`config.mk`:
```
export PLATFORM = sky130hd
export DESIGN_NAME = ethercat_datagram_tx_framer
export DESIGN_NICKNAME = d
export VERILOG_FILES = /design/src/etcf_pkg.sv /design/src/etcf_decode.sv /design/src/etcf_emitter.sv /design/src/ethercat_datagram_tx_framer.sv
export SDC_FILE = /design/constraint.sdc
export NUM_CORES = 1
export LEC_CHECK = 0
export BUFFER_PORTS_ARGS = -buffer_cell sky130_fd_sc_hd__buf_2
export CORE_ASPECT_RATIO = 0.6
export CORE_UTILIZATION = 55
export DETAILED_ROUTE_END_ITERATION = 12
export PLACE_DENSITY = 0.77
export SLEW_MARGIN = 20
export SYNTH_ARGS = -nofsm -noshare
export SYNTH_HDL_FRONTEND = slang
export SYNTH_SLANG_ARGS = --single-unit
```
`constraint.sdc`:
```
create_clock -name clk -period 22.1 [get_ports clk]
set_input_delay 6.63 -clock clk [delete_from_list [all_inputs] [get_ports clk]]
set_output_delay 6.63 -clock clk [all_outputs]
set_load 0.03 [all_outputs]
```
`src/etcf_pkg.sv`:
```
`timescale 1ns / 1ps
// shared types, constants and helper functions of the datagram frame builder
package etcf_pkg;

  localparam int MIN_FRAME  = 46;
  localparam int MAX_FRAME  = 1500;
  localparam int HDR_BYTES  = 14;
  localparam int LEN_W      = 11;
  localparam int BODY_BYTES = 12;
  localparam int BODY_W     = BODY_BYTES * 8;
  localparam int BCNT_W     = $clog2(BODY_BYTES + 1);
  localparam int TAIL_W     = $clog2(MIN_FRAME - HDR_BYTES + 3);

  localparam logic CMD_START = 1'b0;
  localparam logic CMD_DATA  = 1'b1;

  localparam logic [2:0] KIND_NPRD = 3'd0;
  localparam logic [2:0] KIND_NPWR = 3'd1;
  localparam logic [2:0] KIND_APRD = 3'd2;
  localparam logic [2:0] KIND_APWR = 3'd3;
  localparam logic [2:0] KIND_BRD  = 3'd4;
  localparam logic [2:0] KIND_BWR  = 3'd5;
  localparam logic [2:0] KIND_LRW  = 3'd6;
  localparam logic [2:0] KIND_BAD  = 3'd7;

  typedef enum logic [1:0] {
    ST_OK   = 2'd0,
    ST_LONG = 2'd1,
    ST_SEQ  = 2'd2
  } status_t;

  typedef struct packed {
    logic [2:0]       op_kind;
    logic [15:0]      station;
    logic [31:0]      mem_offset;
    logic [LEN_W-1:0] payload_length;
    logic [7:0]       payload_byte;
  } item_t;

  // one job: body words shifted out lowest first, then tail_cnt zero words
  typedef struct packed {
    logic [BODY_W-1:0] body;
    logic [BCNT_W-1:0] body_cnt;
    status_t           status;
    logic [TAIL_W-1:0] tail_cnt;
  } job_t;

  function automatic logic [7:0] type_code(input logic [2:0] kind);
    logic [7:0] code;
    case (kind)
      KIND_NPRD: code = 8'd4;
      KIND_NPWR: code = 8'd5;
      KIND_APRD: code = 8'd1;
      KIND_APWR: code = 8'd2;
      KIND_BRD:  code = 8'd7;
      KIND_BWR:  code = 8'd8;
      KIND_LRW:  code = 8'd12;
      default:   code = 8'd0;
    endcase
    return code;
  endfunction

  // working counter plus padding up to the minimum frame size
  function automatic logic [TAIL_W-1:0] tail_count(input logic [LEN_W-1:0] len);
    logic [LEN_W:0] total;
    logic [LEN_W:0] pad;
    total = {1'b0, len} + (LEN_W+1)'(HDR_BYTES);
    pad   = (LEN_W+1)'(MIN_FRAME) - total;
    if (total < (LEN_W+1)'(MIN_FRAME)) begin
      return TAIL_W'(pad) + TAIL_W'(2);
    end
    return TAIL_W'(2);
  endfunction

endpackage

```
`src/etcf_decode.sv`:
```
`timescale 1ns / 1ps
// frame tracking state and per-word job decode
module etcf_decode (
  input  logic                 clk,
  input  logic                 rst,
  input  logic                 accept,
  input  logic                 command,
  input  etcf_pkg::item_t      item,
  output etcf_pkg::job_t       job
);

  logic [7:0]                 next_index;
  logic                       in_frame;
  logic                       is_read;
  logic [etcf_pkg::LEN_W-1:0] held_length;
  logic [etcf_pkg::LEN_W-1:0] bytes_left;

  logic [7:0]                 next_index_next;
  logic                       in_frame_next;
  logic                       is_read_next;
  logic [etcf_pkg::LEN_W-1:0] held_length_next;
  logic [etcf_pkg::LEN_W-1:0] bytes_left_next;

  logic [etcf_pkg::LEN_W:0]   len_total;
  logic [etcf_pkg::LEN_W-1:0] len_hdr;
  logic [15:0]                frame_hdr;
  logic [31:0]                addr;

  always_comb begin
    len_total = {1'b0, item.payload_length} + (etcf_pkg::LEN_W+1)'(etcf_pkg::HDR_BYTES);
    len_hdr   = item.payload_length + etcf_pkg::LEN_W'(12);
    frame_hdr = {5'b00010, len_hdr};
    case (item.op_kind)
      etcf_pkg::KIND_NPRD, etcf_pkg::KIND_NPWR:
        addr = {item.mem_offset[15:0], item.station};
      etcf_pkg::KIND_APRD, etcf_pkg::KIND_APWR:
        addr = {item.mem_offset[15:0], 16'(16'd0 - item.station)};
      etcf_pkg::KIND_BRD, etcf_pkg::KIND_BWR:
        addr = {item.mem_offset[15:0], 16'd0};
      default:
        addr = item.mem_offset;
    endcase

    next_index_next  = next_index;
    in_frame_next    = in_frame;
    is_read_next     = is_read;
    held_length_next = held_length;
    bytes_left_next  = bytes_left;

    job.body     = '0;
    job.body_cnt = etcf_pkg::BCNT_W'(1);
    job.status   = etcf_pkg::ST_OK;
    job.tail_cnt = '0;

    if (command == etcf_pkg::CMD_START) begin
      if (in_frame || item.op_kind == etcf_pkg::KIND_BAD) begin
        job.status = etcf_pkg::ST_SEQ;
      end else if (len_total > (etcf_pkg::LEN_W+1)'(etcf_pkg::MAX_FRAME)) begin
        job.status = etcf_pkg::ST_LONG;
      end else begin
        job.body     = {16'h0000, 5'b00000, item.payload_length, addr, next_index,
                        etcf_pkg::type_code(item.op_kind), frame_hdr};
        job.body_cnt = etcf_pkg::BCNT_W'(etcf_pkg::BODY_BYTES);
        next_index_next  = next_index + 8'd1;
        is_read_next     = (item.op_kind == etcf_pkg::KIND_NPRD) ||
                           (item.op_kind == etcf_pkg::KIND_APRD) ||
                           (item.op_kind == etcf_pkg::KIND_BRD);
        held_length_next = item.payload_length;
        bytes_left_next  = item.payload_length;
        if (item.payload_length == '0) begin
          job.tail_cnt  = etcf_pkg::tail_count(item.payload_length);
          in_frame_next = 1'b0;
        end else begin
          in_frame_next = 1'b1;
        end
      end
    end else begin
      if (!in_frame) begin
        job.status = etcf_pkg::ST_SEQ;
      end else begin
        job.body[7:0]   = is_read ? 8'h00 : item.payload_byte;
        bytes_left_next = bytes_left - etcf_pkg::LEN_W'(1);
        if (bytes_left == etcf_pkg::LEN_W'(1)) begin
          job.tail_cnt  = etcf_pkg::tail_count(held_length);
          in_frame_next = 1'b0;
        end
      end
    end
  end

  always_ff @(posedge clk) begin
    if (rst) begin
      next_index  <= '0;
      in_frame    <= 1'b0;
      is_read     <= 1'b0;
      held_length <= '0;
      bytes_left  <= '0;
    end else if (accept) begin
      next_index  <= next_index_next;
      in_frame    <= in_frame_next;
      is_read     <= is_read_next;
      held_length <= held_length_next;
      bytes_left  <= bytes_left_next;
    end
  end

endmodule

```
`src/etcf_emitter.sv`:
```
`timescale 1ns / 1ps
// job register that serializes frame words into the output register
module etcf_emitter (
  input  logic           clk,
  input  logic           rst,
  input  logic           load,
  input  etcf_pkg::job_t job_in,
  output logic           ready,
  output logic           m_tvalid,
  input  logic           m_tready,
  output logic [7:0]     m_tdata,
  output logic           m_tlast,
  output logic [1:0]     m_tuser
);

  etcf_pkg::job_t job;
  logic           busy;
  logic           emit;
  logic           last;
  logic           in_body;

  always_comb begin
    in_body = job.body_cnt != '0;
    busy    = in_body || (job.tail_cnt != '0);
    emit    = busy && (!m_tvalid || m_tready);
    last    = (job.body_cnt == etcf_pkg::BCNT_W'(1) && job.tail_cnt == '0) ||
              (!in_body && job.tail_cnt == etcf_pkg::TAIL_W'(1));
    ready   = !busy || (emit && last);
  end

  always_ff @(posedge clk) begin
    if (rst) begin
      job.body_cnt <= '0;
      job.tail_cnt <= '0;
      m_tvalid     <= 1'b0;
    end else begin
      if (emit) begin
        m_tvalid <= 1'b1;
      end else if (m_tready) begin
        m_tvalid <= 1'b0;
      end
      if (load) begin
        job.body_cnt <= job_in.body_cnt;
        job.tail_cnt <= job_in.tail_cnt;
      end else if (emit) begin
        if (in_body) begin
          job.body_cnt <= job.body_cnt - etcf_pkg::BCNT_W'(1);
        end else begin
          job.tail_cnt <= job.tail_cnt - etcf_pkg::TAIL_W'(1);
        end
      end
    end
    if (load) begin
      job.body   <= job_in.body;
      job.status <= job_in.status;
    end else if (emit && in_body) begin
      job.body <= {8'h00, job.body[etcf_pkg::BODY_W-1:8]};
    end
    if (emit) begin
      m_tdata <= in_body ? job.body[7:0] : 8'h00;
      m_tlast <= !in_body && job.tail_cnt == etcf_pkg::TAIL_W'(1);
      m_tuser <= in_body ? job.status : etcf_pkg::ST_OK;
    end
  end

endmodule

```
`src/ethercat_datagram_tx_framer.sv`:
```
`timescale 1ns / 1ps
// top level of the single-datagram frame builder
//
// Each input word is decoded into a job held in the job register, which then feeds
// one frame word per cycle into the output register unless m_tready stalls it. A
// payload word makes one output word, so payload flows at one word per clock when
// not stalled. A start word makes the 12 header words, and the word that closes a
// frame (last payload word, or a start with zero length) adds the 2-word working
// counter plus zero padding up to the 46-byte minimum; the next input word is taken
// in the cycle the last of these moves to the output register. Error words (too
// long, out of sequence) make one word with a nonzero status in tuser. The output
// register lets a new word be taken while a finished one still waits on m_tready.
module ethercat_datagram_tx_framer (
  input  logic        clk,
  input  logic        rst,
  input  logic        s_tvalid,
  output logic        s_tready,
  // op_kind, station, mem_offset, payload_length, payload_byte, 2 unused bits
  input  logic [71:0] s_tdata,
  // command
  input  logic        s_tuser,
  output logic        m_tvalid,
  input  logic        m_tready,
  // out_byte
  output logic [7:0]  m_tdata,
  // frame_end
  output logic        m_tlast,
  // status
  output logic [1:0]  m_tuser
);

  etcf_pkg::item_t item;
  etcf_pkg::job_t  job;
  logic            accept;
  logic            ready;

  assign item.op_kind        = s_tdata[2:0];
  assign item.station        = s_tdata[18:3];
  assign item.mem_offset     = s_tdata[50:19];
  assign item.payload_length = s_tdata[61:51];
  assign item.payload_byte   = s_tdata[69:62];

  assign s_tready = ready;
  assign accept   = s_tvalid && ready;

  etcf_decode u_decode (
    .clk     (clk),
    .rst     (rst),
    .accept  (accept),
    .command (s_tuser),
    .item    (item),
    .job     (job)
  );

  etcf_emitter u_emitter (
    .clk      (clk),
    .rst      (rst),
    .load     (accept),
    .job_in   (job),
    .ready    (ready),
    .m_tvalid (m_tvalid),
    .m_tready (m_tready),
    .m_tdata  (m_tdata),
    .m_tlast  (m_tlast),
    .m_tuser  (m_tuser)
  );

`ifndef SYNTHESIS
  a_last_is_ok: assert property (@(posedge clk) disable iff (rst)
    m_tvalid && m_tlast |-> m_tuser == etcf_pkg::ST_OK)
    else $error("frame end word carries an error status");

  a_error_clean: assert property (@(posedge clk) disable iff (rst)
    m_tvalid && m_tuser != etcf_pkg::ST_OK |-> m_tdata == 8'h00 && !m_tlast)
    else $error("error word carries data or frame end");

  a_reset_empty: assert property (@(posedge clk)
    rst |=> !m_tvalid)
    else $error("output valid right after reset");
`endif

endmodule
```
======== Word-level counts from Yosys, hierarchy flattened ========
Index checks and enable logic that the tools add are counted.
word-level totals
  output and inout port bits .............. 13
  register bits after elaboration ......... 152
  bits of input ports ..................... 77
  logic and storage cells ................. 129
operators by class
  muxes and demuxes ....................... 51
  eq/ne operators ......................... 14
  reduce and logical (&&, ||, !) cells .... 33
  bitwise operators ....................... 3
  add/subtract/negate cells ............... 12
  magnitude comparators ................... 3
operator list
  cell                                                                               count
  96-bit 2-to-1 mux                                                                  2
  79-bit 2-to-1 mux                                                                  2
  32-bit case mux with 3 select lines                                                1
  6-bit 2-to-1 mux                                                                   12
  67-bit 2-to-1 mux                                                                  1
  11-bit 2-to-1 mux                                                                  4
  8-bit 2-to-1 mux                                                                   4
  4-bit case mux with 7 select lines                                                 1
  11-bit by 4-bit adder with 12-bit output, second input constant                    2
  12-bit by 6-bit < comparator with 1-bit output, second input constant              2
  1-bit 2-to-1 mux                                                                   18
  4-bit 2-to-1 mux                                                                   4
  1-bit by 16-bit subtractor with 16-bit output, first input constant                1
  6-bit by 2-bit adder with 6-bit output, second input constant                      2
  3-bit equality test, second input constant                                         4
  12-bit by 11-bit greater-than comparator with 1-bit output, second input constant  1
  6-bit subtractor, first input constant                                             2
  11-bit by 4-bit adder with 11-bit output, second input constant                    1
  11-bit by 1-bit equality test with 1-bit output, second input constant             1
  11-bit zero test                                                                   1
  11-bit by 1-bit subtractor with 11-bit output, second input constant               1
  8-bit by 1-bit adder with 8-bit output, second input constant                      1
  4-bit AND reduction                                                                2
  2-bit nonzero test                                                                 4
  other kinds (20)                                                                   42

======== Depth between registers and ports, before layout ========
Gate-level depths: netlist of run 1.
  word-level depth ........................ 13
  mapped depth ............................ 11
  mapped depth without buffers ............ 10

======== Hierarchy ========
Synthesis of run 1 repeated with hierarchy kept, for this count alone.
second synthesis, totals
  cell total of the unflattened synthesis .. 877
  area total of the unflattened synthesis .. 9087.5 µm²
modules (own cells, without submodules)
  module                       times used  sequential area each (µm²)  area an instance (µm²)  cells an instance
  etcf_emitter                 1           3493.4                      5201.2                  319
  etcf_decode                  1           640.6                       3880.0                  557
  ethercat_datagram_tx_framer  1           0.0                         6.3                     1

======== Least setup slack after synthesis of run 1 ========
OpenSTA, ideal clock, no wires.
  path kind ............................... input to output
  start point ............................. input m_tready
  end point ............................... output s_tready
  arrival ................................. 7.341 ns
  required time ........................... 15.470 ns
  path buffers ............................ 1
  setup slack ............................. 8.129 ns
  stages .................................. 4
  path through ............................ nor2b_1 clkbuf_1 o21ai_1 and3_1
on the way
  cells in the longest elaborated chain, start to end .. 4
RTL lines
  element             line                               source
  start: declaration  ethercat_datagram_tx_framer.sv:23  input logic m_tready,
  1-bit logical OR    etcf_emitter.sv:25                 emit = busy && (!m_tvalid || m_tready);
  1-bit logical AND   etcf_emitter.sv:25
  1-bit logical AND   etcf_emitter.sv:28                 ready = !busy || (emit && last);
  1-bit logical OR    etcf_emitter.sv:28
  end: declaration    ethercat_datagram_tx_framer.sv:17  output logic s_tready,
No other way between the ends.

======== Worst setup path in the final report of run 1 ========
Same ends and word-level chain as after synthesis.

==> metrics.yaml, run 1 <==
outcome: "finished, final reports clean"
clock_skew_ns: 0.00708
cts_root_buffer: "clkbuf_16"
hold_path_depth: 2
grt_overflow: 0
wl_um: 19900
ios: 90
cpMostUsedCell: "buf_2"
synth_edf_count: 88
start_util: 0.563
netlist_area_mm2: 0.00769
cts-resized-gates: 0
die_y_um: 93.6
ctsHtreeMaxLevel: 4
grt_usage: 0.284
clk_latency_ns: 0.42
drc_errors: 0
end_kind: "output port"
grt_pass1_wl_um: 31300
yosysTopAreaCellShare: 0.344
clock_path_buffers: 2
ctsHoldBuffers: 0
critPathLaunchType: "primary input"
grt_max_degree: 77
fin_crit_ns: 14.48
drv_cap: 0
min_to: "u_decode.is_read"
finalSetupViolCount: 0
nets: 970
r2r_end: "u_decode.is_read"
slew_viol_final: 0
rr_worst_depth: 10
hold_start: "u_decode.is_read"
cts_tree: "done"
insertedDiodeCount: 0
via_per_inst: 6.12
ant_nets: 0
fillCellCount: 1119
port_buffers: 87
hp-class: "reg2reg"
crit_family: "simple AND/OR/NAND/NOR gates"
hold_viol: 0
ys_warn_count: 0
max_freq_mhz: 69.1
cpMaxStageDelayCell: "nor2b_1"
finalCritPeriodShare: 0.655
ys.flop_type: "edfxtp_1"
worst_slew_pin_slew_ns: 1.04
die_w_um: 155
cp_num_buf_inv: 2
first_pass_iters: 5
drive_gt1_frac: 0.162
worst-path-max-fanout: 8
peakVddDrop_mv: 0.105
netlist_top_cells_area: "edfxtp_1, dfxtp_1, nand2_1, o31ai_1, xnor2_1"
cp.required_ns: 15.47
async_reset_ff_frac: 0
syn_nets: 913
antenna_found_initial: 0
setup-tns-final_ns: 0
drt_iter0_drc: 650
cp_slowest_stage_delay_ns: 0.48
rows: 33
vias: 6605
core_area_mm2: 0.0137
power_density_mw_per_mm2: 130
cts_sinks: 131
yosysTopAreaCell: "edfxtp_1"
holdWs_ns: 0.490
syn_inst: 817
avgRoutedWirePerCell_um: 18.5
ys_types: 75
seq_area_frac_synth: 0.455
power_leakage_uw: 0.00337
rsz0062_at_grt: "no"
numCtsBuffers: 17
synth.avg_cell_area_um2: 9.42
post-cts-setup-buffers: 0
cp_cell_sequence: "buf_2 > nor2b_1 > o21ai_1 > and3_1 > buf_2"
synthToLayoutAreaGrowth_pct: 14.3
criticalPathCategory: "in2out"
synth_seq_cells: 131
gp_congestion: 0.927
hpwl_um: 13300
r2r-start: "u_emitter.job[0]"
finalPower_uw: 1150
crit_arrival_ns: 7.85
path_clk_slew_ns: 0.06
dieArea_mm2: 0.0145
rrSetupSlack_ns: 18.35
grt_pass1_vias: 5935
maxSlewHeadroom: 0.308
per-layer routing:
layer  routed length, um  global-route usage  vias up
li1                    -                   -     3139
met1                9380               0.425     3133
met2                8400               0.403      301
met3                1870              0.0644       32
met4                 269              0.0850        0
met5                   0                   0        -
sequential cells by signal, summed over array words and instances, names as in the netlist:
name and cells:
u_emitter.m_tuser 2, u_decode.held_length 11, u_decode.bytes_left 11, u_decode.is_read 1, u_emitter.job 87, u_emitter.m_tdata 8
u_decode.in_frame 1, u_emitter.m_tvalid 1, u_emitter.m_tlast 1, u_decode.next_index 8
cell usage after synthesis (25+ instances only):
cell,n
clkbuf_1,36
o31ai_1,46
nor2_1,48
inv_1,27
edfxtp_1,88
xnor2_1,30
dfxtp_1,43
a21oi_1,42
o21ai_0,35
nand2_1,123
and2_1,25
nor3_1,34
worst max-delay path by stage:
stage | startpoint | slack, ns | cells after the start | endpoint
final | m_tready | 7.62 | 5 | s_tready
after global routing | m_tready | 7.46 | 5 | s_tready
after CTS | m_tready | 7.63 | 5 | s_tready
after detailed placement | m_tready | 7.62 | 5 | s_tready
after global placement | m_tready | 7.62 | 5 | s_tready
after floorplan | m_tready | 8.13 | 4 | s_tready
power by group:
part	switching, uW	internal, uW	total, uW	leakage, uW
logic	267	127	394	0.00185
registers	35.3	424	459	0.00123
clock network	113	179	291	0.000291
cells by family (layout without fill, tap and decap cells):
family	after synthesis	after routing	synth area share
AND/OR/NAND/NOR	312	312	0.199
AO/OA/AOI/OAI	211	211	0.196
flip-flops	131	131	0.455
buffers and inverters	84	154	0.0465
XOR/XNOR	38	38	0.0433
multiplexers	22	22	0.0290
adder cells (fa/ha/maj)	19	19	0.0309
stage by stage:
step                      instance area [um2]  utilization  instances  worst slack, ns
after floorplan                          7690            -        817             8.13
after global placement                   8180        0.599       1047             7.62
after detailed placement                 8180        0.599       1047             7.62
after CTS                                8790        0.643       1079             7.63
after global routing                     8790        0.643       1079             7.46
final                                    8790        0.643       1079             7.62
tightest hold or removal path, delay by kind of cell (launching register included):
kind | cells | cell delay [ns]
flip-flops | 1 | 0.32
AO/OA/AOI/OAI | 1 | 0.06
AND/OR/NAND/NOR | 1 | 0.06
layout by cell type, fill, tap and decap left out, types with 9 or more instances in the layout:
master and count:
nand2_1 123, edfxtp_1 88, buf_2 87, nor2_1 47, o31ai_1 46, dfxtp_1 43
a21oi_1 42, o21ai_0 34, nor3_1 34, xnor2_1 30, inv_1 27, and2_1 25
mux2i_1 20, ha_1 19, clkbuf_16 17, nand3_1 14, nand2b_1 12, a221oi_1 12
or3_1 10, a22oi_1 9, a211oi_1 9
area by class of cell:
class,count,area [um2],share of cell area
multi-input cells,602,3850,0.438
flip-flops and latches,131,3500,0.399
repair buffers,92,473,0.0538
clock buffers,17,425,0.0484
well taps,192,240,0.0273
clock inverters,15,181,0.0206
inverters,30,114,0.0130
Note: power is estimated with default switching activity, not from simulation.
==> run 2: changes to the inputs <==
--- a/config.mk
+++ b/config.mk
@@ -7,7 +7,7 @@
 export LEC_CHECK = 0
 export BUFFER_PORTS_ARGS = -buffer_cell sky130_fd_sc_hd__buf_2
 export CORE_ASPECT_RATIO = 0.6
-export CORE_UTILIZATION = 55
+export CORE_UTILIZATION = 53
 export DETAILED_ROUTE_END_ITERATION = 12
 export PLACE_DENSITY = 0.77
 export SLEW_MARGIN = 20
==> constraint.sdc (replaced) <==
create_clock -name clk -period 12.7 [get_ports clk]
set_input_delay 3.81 -clock clk [delete_from_list [all_inputs] [get_ports clk]]
set_output_delay 3.81 -clock clk [all_outputs]
set_load 0.03 [all_outputs]
==> metrics.yaml, run 2 (synthesized netlist as in run 1, its figures left out) <==
cp.required_ns: 8.89  # -6.58 ns
grt_overflow: 0  # unchanged
cts_root_buffer: "clkbuf_16"
insertedDiodeCount: 0  # unchanged
rows: 33  # unchanged
maxSlewHeadroom: 0.315  # +0.00706
cts-resized-gates: 0  # unchanged
end_kind: "output port"
critPathLaunchType: "primary input"
stdcell_count: 1080  # +0.093%
hpwl_um: 13400  # +1.2%
drv_cap: 0  # unchanged
routed.top_layer: "met4"
setup-tns-final_ns: 0  # unchanged
fin_crit_ns: 8.89
slew_viol_final: 0  # unchanged
first_pass_iters: 6  # +1
numCtsBuffers: 17  # unchanged
criticalPathCategory: "in2out"
worst-path-max-fanout: 8  # unchanged
grt_max_degree: 80  # +3.9%
finalSetupViolCount: 0  # unchanged
via_per_inst: 6.10  # -0.33%
port_buffers: 87  # unchanged
ant_nets: 0  # unchanged
wl_met2_um: 8230  # -2.0%
rsz0062_at_grt: "no"
avgRoutedWirePerCell_um: 18.3  # -0.68%
final_cell_mix: "nand2_1, edfxtp_1, buf_2"
clk_latency_ns: 0.42  # about the same
worst_slew_pin_slew_ns: 1.02  # -0.0184 ns
largest_reg_flops: 87  # unchanged
post-cts-setup-buffers: 0  # unchanged
grt_pass1_wl_um: 31200  # -0.27%
hold_viol: 0  # unchanged
power_leakage_uw: 0.00336  # -0.28%
largest-register: "u_emitter.job"
cts_tree: "done"
hp-class: "reg2reg"
gp_congestion: 0.903  # -2.6%
core_area_mm2: 0.0139  # +1.8%
drc_errors: 0  # unchanged
met3WireLength_um: 1950  # +4.2%
ctsHoldBuffers: 0  # unchanged
finalCritPeriodShare: 0.700
post-place-ws_ns: 3.86  # -3.77 ns
die_w_um: 158  # +1.8%
wl_um: 19800  # -0.59%
dieArea_mm2: 0.0150  # +3.7%
max_freq_mhz: 113
largestRegisters: "u_emitter.job: 87 flops, u_decode.bytes_left: 11 flops, u_decode.held_length: 11 flops"
ios: 90  # unchanged
setup_ws_ns: 3.81  # -3.81 ns
clock_skew_ns: 0.0117  # +0.00458 ns
dp.cells: 1048  # +0.096%
synthToLayoutAreaGrowth_pct: 14.1
power_density_mw_per_mm2: 224  # +72%
final_common_cell: "nand2_1"
drt_iter0_drc: 717  # +10%
rrSetupSlack_ns: 9.10  # -9.25 ns
ctsHtreeMaxLevel: 4  # unchanged
drive_gt1_frac: 0.164  # +0.00207
vias: 6589  # -0.24%
peakVddDrop_mv: 0.187  # +78%
postLayoutCoreUtil: 0.631  # -0.0126
start_util: 0.553  # -0.0100
grt_pass1_vias: 5838  # -1.6%
clock_path_buffers: 2  # unchanged
path_clk_slew_ns: 0.06  # about the same
die_y_um: 95.3  # +1.8%
crit_arrival_ns: 5.08  # -2.77 ns
nets: 971  # +0.10%
outcome: "finished, final reports clean"
grt_usage: 0.276  # -0.00793
antenna_found_initial: 0  # unchanged
wl_met1_um: 9430  # +0.57%
cts_sinks: 131  # unchanged
-- run 2: metrics by stage --
| step | area [um2] | total power (uW) | hold slack [ns] |
|---|---|---|---|
| global route | 8770 | 2090 | 0.505 |
| global placement | 8190 | 1460 | 0.442 |
| floorplan | 7690 | 1340 | 0.432 |
| finish | 8770 | 1970 | 0.463 |
| CTS | 8770 | 1970 | 0.460 |
| detailed placement | 8190 | 1480 | 0.451 |
-- run 2: final timing paths --
kind | from | endpoint | cells past startpoint
hold / removal | u_decode.is_read | u_decode.is_read | 2
hold reg to reg | u_decode.is_read | u_decode.is_read | 2
setup reg to reg | u_emitter.job[0] | u_decode.is_read | 10
setup / recovery | m_tready | s_tready | 5
-- run 2: critical path, stage by stage --
cell	delay, ns
buf_2	0.10
nor2b_1	0.52
o21ai_1	0.25
and3_1	0.23
buf_2	0.17
-- run 2: report_power, final --
group	switching [uW]	internal (uW)	total, uW
clock network	191	295	486
logic	464	222	686
registers	60.1	738	798
total	715	1250	1970
-- run 2: area by class of cell --
type,instances,area [um2]
flip-flops and latches,131,3500
well taps,192,240
clock inverters,12,133
repair buffers,93,480
multi-input cells,602,3860
inverters,30,114
clock buffers,20,447
fillers,1165,5140
-- run 2: layer usage --
layer / vias to the layer above / global-route usage
li1: 3153 / -
met1: 3093 / 0.432
met2: 323 / 0.378
met3: 20 / 0.0582
met4: 0 / 0.0712
met5: - / 0
==> run 3: changes to the inputs <==
--- a/config.mk
+++ b/config.mk
@@ -5,6 +5,7 @@
 export SDC_FILE = /design/constraint.sdc
 export NUM_CORES = 1
 export LEC_CHECK = 0
+export ABC_AREA = 1
 export BUFFER_PORTS_ARGS = -buffer_cell sky130_fd_sc_hd__buf_2
 export CORE_ASPECT_RATIO = 0.6
 export CORE_UTILIZATION = 53
==> constraint.sdc (replaced) <==
create_clock -name clk -period 7.81 [get_ports clk]
set_input_delay 2.343 -clock clk [delete_from_list [all_inputs] [get_ports clk]]
set_output_delay 2.343 -clock clk [all_outputs]
set_load 0.03 [all_outputs]
==> metrics.yaml, run 3 <==
ant_nets: 0  # unchanged
largestRegisters: "u_emitter.job: 87 flops, u_decode.bytes_left: 11 flops, u_decode.held_length: 11 flops"
netlist_top_cells_area: "edfxtp_1, dfxtp_1, nand2_1, inv_1, o21ai_0"
syn_inst: 956  # +17%
power_density_mw_per_mm2: 346  # +54%
hp-class: "reg2reg"
synthToLayoutAreaGrowth_pct: 14.3
core_area_mm2: 0.0139  # -0.30%
peakVddDrop_mv: 0.294  # +57%
drv_cap: 0  # unchanged
worst_slew_pin_slew_ns: 1.03  # +0.0105 ns
port_buffers: 87  # unchanged
drc_errors: 0  # unchanged
final_cell_mix: "nand2_1, inv_1, edfxtp_1"
insertedDiodeCount: 0  # unchanged
cp.required_ns: 5.47  # -3.42 ns
gp_congestion: 0.928  # +2.8%
path_clk_slew_ns: 0.06  # about the same
cts_tree: "done"
start_util: 0.552  # -0.00115
finalSetupViolCount: 0  # unchanged
post-place-ws_ns: 2.42  # -1.44 ns
criticalPathCategory: "in2out"
hpwl_um: 14200  # +6.1%
synth.most_common_cell: "nand2_1"
synth_seq_cells: 131  # unchanged
outcome: "finished, final reports clean"
antenna_found_initial: 0  # unchanged
yosysTopAreaCellShare: 0.345  # +0.00174
maxSlewHeadroom: 0.314  # -0.00177
clock_skew_ns: 0.0107  # -0.000915 ns
first_pass_iters: 6  # unchanged
finalCritPeriodShare: 0.690
power_leakage_uw: 0.00389  # +16%
rows: 33  # unchanged
numCtsBuffers: 17  # unchanged
crit_arrival_ns: 3.05  # -2.03 ns
rsz0062_at_grt: "no"
dieArea_mm2: 0.0149  # -0.49%
post-cts-setup-buffers: 0  # unchanged
drive_gt1_frac: 0.141  # -0.0238
slew_viol_final: 0  # unchanged
yosysTopAreaCell: "edfxtp_1"
grt_usage: 0.283  # +0.00782
largest_reg_flops: 87  # unchanged
cts-resized-gates: 0  # unchanged
worst-path-max-fanout: 4  # -4
ys_types: 44  # -41%
drt_iter0_drc: 765  # +6.7%
grt_max_degree: 79  # -1.3%
cts_sinks: 131  # unchanged
final_common_cell: "nand2_1"
critPathLaunchType: "primary input"
largest-register: "u_emitter.job"
synthTopCellsByCount: "nand2_1, inv_1, edfxtp_1"
multi_input_area_mm2: 0.00349  # -9.6%
grt_pass1_vias: 5943  # +1.8%
ys.flop_type: "edfxtp_1"
max_freq_mhz: 185
setup-tns-final_ns: 0  # unchanged
grt_pass1_wl_um: 31700  # +1.4%
fillCellCount: 1230  # +5.6%
hold_viol: 0  # unchanged
vias: 6832  # +3.7%
ctsHoldBuffers: 0  # unchanged
wl_um: 20000  # +0.86%
async_reset_ff_frac: 0  # unchanged
layout.area.seq_mm2: 0.00350  # unchanged
seq_area_frac_synth: 0.458  # +0.00231
end_kind: "output port"
clk_latency_ns: 0.42  # about the same
ios: 90  # unchanged
avgRoutedWirePerCell_um: 16.2  # -11%
syn_nets: 1052  # +15%
ys_warn_count: 0  # unchanged
netlist_area_mm2: 0.00765  # -0.50%
ctsHtreeMaxLevel: 4  # unchanged
grt_overflow: 0  # unchanged
synth.avg_cell_area_um2: 8.01  # -15%
via_per_inst: 5.55  # -9.0%
die_w_um: 157  # -0.25%
cts_root_buffer: "clkbuf_16"
place_area_mm2: 0.00816  # -0.40%
fin_area_mm2: 0.00875  # -0.27%
synth_edf_count: 88  # unchanged
setup_ws_ns: 2.42  # -1.39 ns
holdWs_ns: 0.471  # +0.00849 ns
clock_path_buffers: 2  # unchanged
nets: 1121  # +15%
fin_crit_ns: 5.39
die_y_um: 95.1  # -0.25%
[run 3: cell types whose count changed after synthesis, moves of 17 or more]
cell     delta
and2_1     -25
o21ai_1    +17
nand2_1    +80
o21ai_0    +35
xor2_1     +17
nor2_1     +35
nand4_1    +18
nand3_1    +50
nor3_1     -22
inv_1      +90
o31ai_1    -44
xnor2_1    -22
a21oi_1    +18
[run 3: path summary, 6_finish.rpt]
kind | start | slack (ns) | endpoint | cells past startpoint
worst min register to register | u_decode.next_index[7] | 0.47 | u_decode.next_index[7] | 2
worst min-delay path | u_decode.next_index[7] | 0.47 | u_decode.next_index[7] | 2
worst max register to register | u_emitter.job[8] | 3.33 | u_decode.bytes_left[2] | 13
worst max-delay path | m_tready | 2.42 | s_tready | 6
[run 3: cells by family after synthesis]
| logic type | share of synthesized area |
|---|---|
| buffers and inverters | 0.0875 |
| adders and majority gates | 0.0311 |
| AOI/OAI and AO/OA | 0.130 |
| and+or+nand+nor | 0.236 |
| xor gates and xnor gates | 0.0399 |
| muxes | 0.0183 |
| DFF | 0.458 |
[run 3: area by class of cell]
cell class	instances	share of cell area
Tap cell	192	0.0275
Sequential cell	131	0.400
Inverter	123	0.0528
Clock inverter	14	0.0162
Multi-Input combinational cell	661	0.399
Timing Repair Buffer	91	0.0532
Clock buffer	18	0.0515
[run 3: report_power, final]
part           switching [uW]  leakage (uW)  internal (uW)
combinational             663       0.00237            293
sequential               99.0       0.00124           1170
clock                     339      0.000289            467
total                    1100       0.00389           1930
[run 3: metrics by stage]
step            util  instances  power [uW]
3_3_place_gp   0.588       1198        2200
3_5_place_dp   0.588       1198        2230
4_1_cts        0.631       1230        3020
6_report       0.631       1230        3030
2_1_floorplan      -        956        1980
5_1_grt        0.631       1230        3200
[run 3: worst max-delay path, cell delays in order]
cell and delay [ns]:
buf_2 0.09, nor2_1 0.22, inv_1 0.06, nand2_1 0.08
nand2_2 0.07, buf_2 0.18
[run 3: routing by layer]
layer,track usage,vias up,part of all wire
li1,-,3348,-
met1,0.451,3110,0.50
met2,0.371,353,0.38
met3,0.0718,21,0.12
met4,0.0696,0,0.0081
met5,0,-,0
